[config.mk]
export PLATFORM = sky130hd
export DESIGN_NAME = tagged_frame_deframer_sum_check_top
export DESIGN_NICKNAME = d
export VERILOG_FILES = /design/src/sv/tfdsc_pkg.sv /design/src/sv/tfdsc_front.sv /design/src/sv/tfdsc_queue.sv /design/src/sv/tfdsc_back.sv /design/src/sv/tagged_frame_deframer_sum_check_top.sv
export SDC_FILE = /design/constraint.sdc
export NUM_CORES = 1
export LEC_CHECK = 0
export ABC_AREA = 1
export BUFFER_PORTS_ARGS = -buffer_cell sky130_fd_sc_hd__buf_2
export CAP_MARGIN = 20
export CORE_MARGIN = 3
export CORE_UTILIZATION = 50
export DETAILED_ROUTE_END_ITERATION = 8
export PLACE_DENSITY = 0.71
export SYNTH_ARGS = -nofsm -noshare
export SYNTH_HDL_FRONTEND = slang
export SYNTH_SLANG_ARGS = --single-unit
[constraint.sdc]
create_clock -name clk -period 7.2 [get_ports clk]
set_input_delay 0.72 -clock clk [delete_from_list [all_inputs] [get_ports clk]]
set_output_delay 0.72 -clock clk [all_outputs]
set_load 0.05 [all_outputs]
[src/sv/tfdsc_pkg.sv]
// Shared types and constants for the tagged frame deframer with sum check.
package tfdsc_pkg;

	localparam int unsigned FRAME_LEN = 17;
	localparam int unsigned POS_W     = 5;
	localparam int unsigned BODY_LEN  = 12;
	localparam int unsigned BODY_IDX_W = 4;
	localparam int unsigned QUEUE_DEPTH = 2;
	localparam int unsigned QUEUE_PTR_W = 1;

	localparam logic [POS_W-1:0] SUM_POS   = POS_W'(FRAME_LEN - 1);
	localparam logic [POS_W-1:0] BODY_POS  = POS_W'(4);

	localparam logic [7:0] TAG0 = 8'h44;
	localparam logic [7:0] TAG1 = 8'h33;
	localparam logic [7:0] TAG2 = 8'h22;
	localparam logic [7:0] TAG3 = 8'h11;

	localparam logic [31:0] BANK_A_ID = 32'd3100;
	localparam logic [31:0] BANK_B_ID = 32'd3106;

	typedef enum logic [1:0] {
		BANK_NONE = 2'd0,
		BANK_A    = 2'd1,
		BANK_B    = 2'd2
	} bank_t;

	typedef struct packed {
		logic [31:0] frame_id;
		logic [15:0] value_0;
		logic [15:0] value_1;
		logic [15:0] value_2;
		logic [15:0] value_3;
	} frame_t;

endpackage

[src/sv/tfdsc_front.sv]
// Front end: takes bytes, tracks position, tag and running sum, emits good frames.
module tfdsc_front
	import tfdsc_pkg::*;
(
	input  logic       clk,
	input  logic       arst_n,
	input  logic       push,
	output logic       full,
	input  logic [7:0] rx_byte,
	input  logic       q_full,
	output logic       q_push,
	output frame_t     q_data
);

	logic [POS_W-1:0]      pos_q;
	logic [7:0]            sum_q;
	logic                  tag_ok_q;
	logic [7:0]            body_q [BODY_LEN];
	logic                  accept;
	logic                  closing;
	logic                  good;
	logic [BODY_IDX_W-1:0] body_idx;

	// Only the closing beat has to wait on the queue.
	assign full     = (pos_q == SUM_POS) && q_full;
	assign accept   = push && !full;
	assign closing  = (pos_q >= SUM_POS);
	assign good     = tag_ok_q && (rx_byte == sum_q);
	assign body_idx = BODY_IDX_W'(pos_q[BODY_IDX_W-1:0] - BODY_IDX_W'(BODY_POS));

	assign q_push = accept && closing && good;
	always_comb begin
		q_data.frame_id = {body_q[3], body_q[2], body_q[1], body_q[0]};
		q_data.value_0  = {body_q[5], body_q[4]};
		q_data.value_1  = {body_q[7], body_q[6]};
		q_data.value_2  = {body_q[9], body_q[8]};
		q_data.value_3  = {body_q[11], body_q[10]};
	end

	always_ff @(posedge clk or negedge arst_n) begin
		if (!arst_n) begin
			pos_q    <= '0;
			sum_q    <= '0;
			tag_ok_q <= 1'b0;
		end else if (accept) begin
			if (pos_q == '0 && rx_byte != TAG0) begin
				pos_q    <= '0;
				sum_q    <= '0;
				tag_ok_q <= 1'b0;
			end else if (closing) begin
				pos_q    <= '0;
				sum_q    <= '0;
				tag_ok_q <= 1'b0;
			end else begin
				pos_q <= pos_q + POS_W'(1);
				sum_q <= sum_q + rx_byte;
				case (pos_q)
					POS_W'(0): tag_ok_q <= 1'b1;
					POS_W'(1): tag_ok_q <= tag_ok_q && (rx_byte == TAG1);
					POS_W'(2): tag_ok_q <= tag_ok_q && (rx_byte == TAG2);
					POS_W'(3): tag_ok_q <= tag_ok_q && (rx_byte == TAG3);
					default:   tag_ok_q <= tag_ok_q;
				endcase
			end
		end
	end

	// Body bytes 4..15; every one is rewritten before a frame can close.
	always_ff @(posedge clk) begin
		if (accept && pos_q >= BODY_POS && pos_q < SUM_POS)
			body_q[body_idx] <= rx_byte;
	end

endmodule

[src/sv/tfdsc_queue.sv]
// Short frame queue between front and back ends.
module tfdsc_queue
	import tfdsc_pkg::*;
(
	input  logic   clk,
	input  logic   arst_n,
	input  logic   wr_en,
	input  frame_t wr_data,
	output logic   q_full,
	input  logic   rd_en,
	output logic   q_empty,
	output frame_t rd_data
);

	frame_t                 mem_q [QUEUE_DEPTH];
	logic [QUEUE_PTR_W-1:0] wr_ptr_q;
	logic [QUEUE_PTR_W-1:0] rd_ptr_q;
	logic [QUEUE_PTR_W:0]   count_q;

	assign q_full  = (count_q == (QUEUE_PTR_W+1)'(QUEUE_DEPTH));
	assign q_empty = (count_q == '0);
	assign rd_data = mem_q[rd_ptr_q];

	always_ff @(posedge clk or negedge arst_n) begin
		if (!arst_n) begin
			wr_ptr_q <= '0;
			rd_ptr_q <= '0;
			count_q  <= '0;
		end else begin
			if (wr_en)
				wr_ptr_q <= wr_ptr_q + QUEUE_PTR_W'(1);
			if (rd_en)
				rd_ptr_q <= rd_ptr_q + QUEUE_PTR_W'(1);
			case ({wr_en, rd_en})
				2'b10:   count_q <= count_q + (QUEUE_PTR_W+1)'(1);
				2'b01:   count_q <= count_q - (QUEUE_PTR_W+1)'(1);
				default: count_q <= count_q;
			endcase
		end
	end

	always_ff @(posedge clk) begin
		if (wr_en)
			mem_q[wr_ptr_q] <= wr_data;
	end

endmodule

[src/sv/tfdsc_back.sv]
// Back end: decodes the bank and holds the result in the output register.
module tfdsc_back
	import tfdsc_pkg::*;
(
	input  logic        clk,
	input  logic        arst_n,
	input  logic        q_empty,
	input  frame_t      q_data,
	output logic        q_pop,
	output logic        empty,
	input  logic        pop,
	output logic [31:0] frame_id,
	output logic [15:0] value_0,
	output logic [15:0] value_1,
	output logic [15:0] value_2,
	output logic [15:0] value_3,
	output logic [1:0]  bank
);

	logic   out_valid_q;
	frame_t out_q;
	bank_t  bank_q;
	bank_t  bank_d;

	assign q_pop = !q_empty && (!out_valid_q || pop);

	always_comb begin
		if (q_data.frame_id == BANK_A_ID)
			bank_d = BANK_A;
		else if (q_data.frame_id == BANK_B_ID)
			bank_d = BANK_B;
		else
			bank_d = BANK_NONE;
	end

	always_ff @(posedge clk or negedge arst_n) begin
		if (!arst_n)
			out_valid_q <= 1'b0;
		else if (q_pop)
			out_valid_q <= 1'b1;
		else if (pop)
			out_valid_q <= 1'b0;
	end

	always_ff @(posedge clk) begin
		if (q_pop) begin
			out_q  <= q_data;
			bank_q <= bank_d;
		end
	end

	assign empty    = !out_valid_q;
	assign frame_id = out_q.frame_id;
	assign value_0  = out_q.value_0;
	assign value_1  = out_q.value_1;
	assign value_2  = out_q.value_2;
	assign value_3  = out_q.value_3;
	assign bank     = bank_q;

endmodule

[src/sv/tagged_frame_deframer_sum_check_top.sv]
// Top level of the tagged frame deframer with 8-bit sum check.
// Takes one received byte per cycle with no gaps needed between frames. A
// 17-byte frame opening 44 33 22 11 whose last byte equals the wrapping sum
// of the first sixteen gives one result. The edge accepting the check beat
// writes it into the frame queue; it loads the output register once that
// is free, then shows on the result ports. Other frames vanish silently; a
// first byte other than 0x44 is simply skipped. The front end only holds off
// input (full high) on a check beat while the two-entry frame queue is full,
// so results left waiting cost at most that one beat position per frame.
module tagged_frame_deframer_sum_check_top
	import tfdsc_pkg::*;
(
	input  logic        clk,
	input  logic        arst_n,
	input  logic        push,
	output logic        full,
	input  logic [7:0]  rx_byte,
	output logic        empty,
	input  logic        pop,
	output logic [31:0] frame_id,
	output logic [15:0] value_0,
	output logic [15:0] value_1,
	output logic [15:0] value_2,
	output logic [15:0] value_3,
	output logic [1:0]  bank
);

	logic   q_full;
	logic   q_empty;
	logic   q_push;
	logic   q_pop;
	frame_t q_wr_data;
	frame_t q_rd_data;

	tfdsc_front u_front (
		.clk     (clk),
		.arst_n  (arst_n),
		.push    (push),
		.full    (full),
		.rx_byte (rx_byte),
		.q_full  (q_full),
		.q_push  (q_push),
		.q_data  (q_wr_data)
	);

	tfdsc_queue u_queue (
		.clk     (clk),
		.arst_n  (arst_n),
		.wr_en   (q_push),
		.wr_data (q_wr_data),
		.q_full  (q_full),
		.rd_en   (q_pop),
		.q_empty (q_empty),
		.rd_data (q_rd_data)
	);

	tfdsc_back u_back (
		.clk      (clk),
		.arst_n   (arst_n),
		.q_empty  (q_empty),
		.q_data   (q_rd_data),
		.q_pop    (q_pop),
		.empty    (empty),
		.pop      (pop),
		.frame_id (frame_id),
		.value_0  (value_0),
		.value_1  (value_1),
		.value_2  (value_2),
		.value_3  (value_3),
		.bank     (bank)
	);

endmodule
==> flow_metrics.tcl <==
set metrics [dict create \
    status "finished, final reports clean" \
    cts_buffer_depth 3 \
    rsz0062_at_grt "false" \
    grt_pass1_wl_um 39000 \
    start_kind "input pin" \
    synth_top_area_share_pct 80.22 \
    drcViolationCount 0 \
    dieWidth_um 176.0 \
    firstDrtPassIters 5 \
    netlist_area_um2 14450 \
    num_vias 7333 \
    hold_class "in2async" \
    finalMaxSlewViolations 0 \
    power_density_nw_per_um2 435.0 \
    portBuffers 111 \
    grt.overflow.total 0 \
    yosys.area_share.simple_pct 12.21 \
    ctsHoldBuffers 0 \
    dpl.cell_count 1415 \
    syn_nets 958 \
    fin_util_pct 59.24 \
    synth_area_leader_cell "edfxtp_1" \
    clock-sinks 405 \
    design_area_um2 16680 \
    clkTransAtPathRegs_ns 0.06 \
    comb_power_share_pct 30.0 \
    synthCells 933 \
    critPathMaxFanout 51 \
    gp_congestion 0.8337 \
    antenna_found_initial 0 \
    place_area_um2 15480 \
    areaGrowthSynthToFinish_pct 15.47 \
    dieArea_um2 30970 \
    slowest_delay_ns 0.68 \
    synth_top_family_by_area "simple AND/OR/NAND/NOR gates" \
    switching_share_pct 36.89 \
    postCtsResizedCells 0 \
    ys_types 37 \
    holdWs_ns 0.1648 \
    dp_hpwl_um 14990 \
    reg2reg_from "u_front.sum_q[4]$_DFFE_PN0P_" \
    skew_ns 0.01276 \
    period_share_pct 45.69 \
    cts_setup_buffers 0 \
    io_pins 112 \
    die_y_um 176.0 \
    htree_levels 2 \
    crit_buf_inv 3 \
    core_um2 28160 \
    critical_path.cell_chain "buf_2 > ha_1 > nor2_1 > nand4_1 > nor3_1 > nand2_1 > nor2_4 > buf_4 > buf_4" \
    clkPwrFrac_pct 26.1 \
    drive_gt1_share_pct 17.75 \
    ys_ff_latch 405 \
    final_hold_viol_count 0 \
    row_count 61 \
    crit_arrival_ns 3.43 \
    grt_pass1_vias 7096 \
    period_needed_ns 3.289 \
    diodes 0 \
    synth_warnings 0 \
    synthXorXnorAreaFrac_pct 0.4849 \
    reg2regPathDepth 8 \
    tns_ns 0 \
    drt_iter0_drc 701 \
    end_kind "flip-flop" \
    slew_headroom_pct 31.34 \
    timing.max_cap.violations 0 \
    grt.total_usage_pct 16.24 \
    viasPerCell 4.948 \
    path_class "in2reg" \
    synth_compound_area_share_pct 0.8486 \
    synth-adder-area-share_pct 1.178 \
    final_cells 1482 \
    cts-root-buf "clkbuf_16" \
    max_freq_mhz 304.0 \
    tightestPinTransition_ns 1.030 \
    start_util_pct 51.30 \
    crit_path_frequent_cell "buf_4" \
    grt_max_degree 97 \
    p_leak_uw 0.006339 \
    p_int_uw 4580 \
    report.final.setup_viol 0 \
    insertion_delay_ns 0.51 \
    cp_top_family "buffers and inverters" \
    switchingPower_uw 2677 \
    seq_power_share_pct 43.9 \
    irDropWorstVdd_mv 0.2737 \
    wl_um 25410 \
    synth_area_leaders "edfxtp_1, nand2_1, dfrtp_1" \
    crit_slowest_cell "buf_4" \
    fillers 2109 \
    cts_tree "built" \
    wire_per_inst_um 17.15 \
    syn_area_per_cell_um2 15.49 \
    yosysSeqAreaShare_pct 83.51 \
    cts_buffers 39 \
    required_ns 7.34 \
    synth.area.mux_share_pct 0 \
    rr_endpoint "u_queue.mem_q[1][81]$_DFFE_PP_" \
    final_antenna_net_count 0 \
    r2r_setup_slack_ns 4.10 \
    nets 1104 \
]
-- through the flow --
| step | worst slack (ns) | power [uW] |
|---|---|---|
| finish | 3.911 | 7257 |
| global route | 3.711 | 7595 |
| CTS | 3.920 | 7335 |
| detailed placement | 3.394 | 5433 |
| global placement | 3.425 | 5406 |
| floorplan | 0.2205 | 4964 |
-- per-layer routing --
metal	share of wire, %	up-vias	track usage, %	wire [um]
met5	0	-	0	0
met4	2.8	0	5.741	708
met3	5.8	53	3.204	1468
met2	49	230	26.73	12540
met1	42	3486	21.92	10690
li1	-	3564	-	-
-- kinds of logic after synthesis --
kind of cell             Yosys count
flip-flops                       405
buffers and inverters             54
AO/OA/AOI/OAI                     22
adder cells (fa/ha/maj)           13
XOR/XNOR                           8
AND/OR/NAND/NOR                  431
-- final cells by class --
class,count,area [um2],area share [%]
sequential,405,12070,72.35
timing repair buffer,128,678.2,4.065
inverter,31,121.4,0.7275
tap,378,473.0,2.835
clock inverter,15,131.4,0.7875
multi-input combinational,474,2146,12.86
clock buffer,51,1064,6.375
-- registers in the layout, summed over array words and instances, names as in the netlist --
register	count
u_back.bank	2
u_front.pos_q	5
u_back.value_3	16
u_back.value_2	16
u_back.value_0	16
u_queue.mem_q	192
u_front.body_q	96
u_queue.count_q	2
u_back.frame_id	32
u_queue.wr_ptr_q	1
u_front.tag_ok_q	1
u_front.sum_q	8
u_back.value_1	16
u_back.out_valid_q	1
u_queue.rd_ptr_q	1
-- worst max path at each step --
stage | slack (ns) | depth (start not counted) | from | endpoint
2_1_floorplan | 0.22 | 6 | pop | u_queue.count_q[1]$_DFFE_PN0P_
3_3_place_gp | 3.43 | 9 | rx_byte[4] | u_queue.mem_q[1][20]$_DFFE_PP_
3_5_place_dp | 3.39 | 9 | rx_byte[3] | u_queue.mem_q[1][20]$_DFFE_PP_
4_1_cts | 3.92 | 9 | rx_byte[3] | u_queue.mem_q[1][85]$_DFFE_PP_
5_1_grt | 3.71 | 9 | rx_byte[4] | u_queue.mem_q[1][86]$_DFFE_PP_
6_report | 3.91 | 9 | rx_byte[4] | u_queue.mem_q[1][81]$_DFFE_PP_
-- power by group through the flow --
stage	clock network [uW]	registers (uW)	logic, uW
5_1_grt	2040	3220	2340
2_1_floorplan	0	4240	725
6_report	1900	3190	2170
3_3_place_gp	0	3240	2170
4_1_cts	1940	3190	2200
3_5_place_dp	0	3240	2190
-- layout by cell type (no fill, tap or decap), types with 4 or more instances in the layout --
cell type  count
edfxtp_1     386
nand2_1      339
buf_2        113
clkbuf_16     41
nor2_1        35
inv_1         28
nand3_1       18
dfrtp_1       18
buf_4         15
nor3_1        13
ha_1          12
clkbuf_1      10
nand4_1        8
o21ai_0        8
a21oi_1        6
xor2_1         5
and2_1         5
clkinv_1       5
clkinv_2       4
-- cells in the mapped netlist --
cell / count
inv_2: 1
edfxtp_1: 386
nor2_2: 1
xnor2_1: 3
a21oi_1: 7
nand2_1: 339
a22oi_1: 1
and2_1: 5
a21boi_0: 1
nand3_2: 1
nor2_4: 2
dfrtp_1: 19
or2_2: 3
fa_1: 1
nor2_1: 36
nor3_1: 13
nand3_4: 1
inv_1: 29
nand2_2: 1
o21bai_1: 1
xor2_1: 5
buf_6: 3
nand3_1: 18
nand4_1: 8
nand3b_1: 1
o21ai_1: 1
nand2_4: 1
o22ai_1: 1
inv_4: 1
clkbuf_1: 2
buf_4: 2
nor2_8: 1
a21o_1: 1
buf_2: 16
a31oi_1: 1
ha_1: 12
o21ai_0: 8
-- worst register-to-register path, cell delays in order, from the launching register on --
cell and delay (ns):
dfrtp_1 0.39, ha_1 0.36, nor2_1 0.12, nand4_1 0.10, nor3_1 0.22, nand2_1 0.18, nor2_4 0.11, buf_4 0.51
buf_4 0.73
Power figures use the tool's default switching activity.
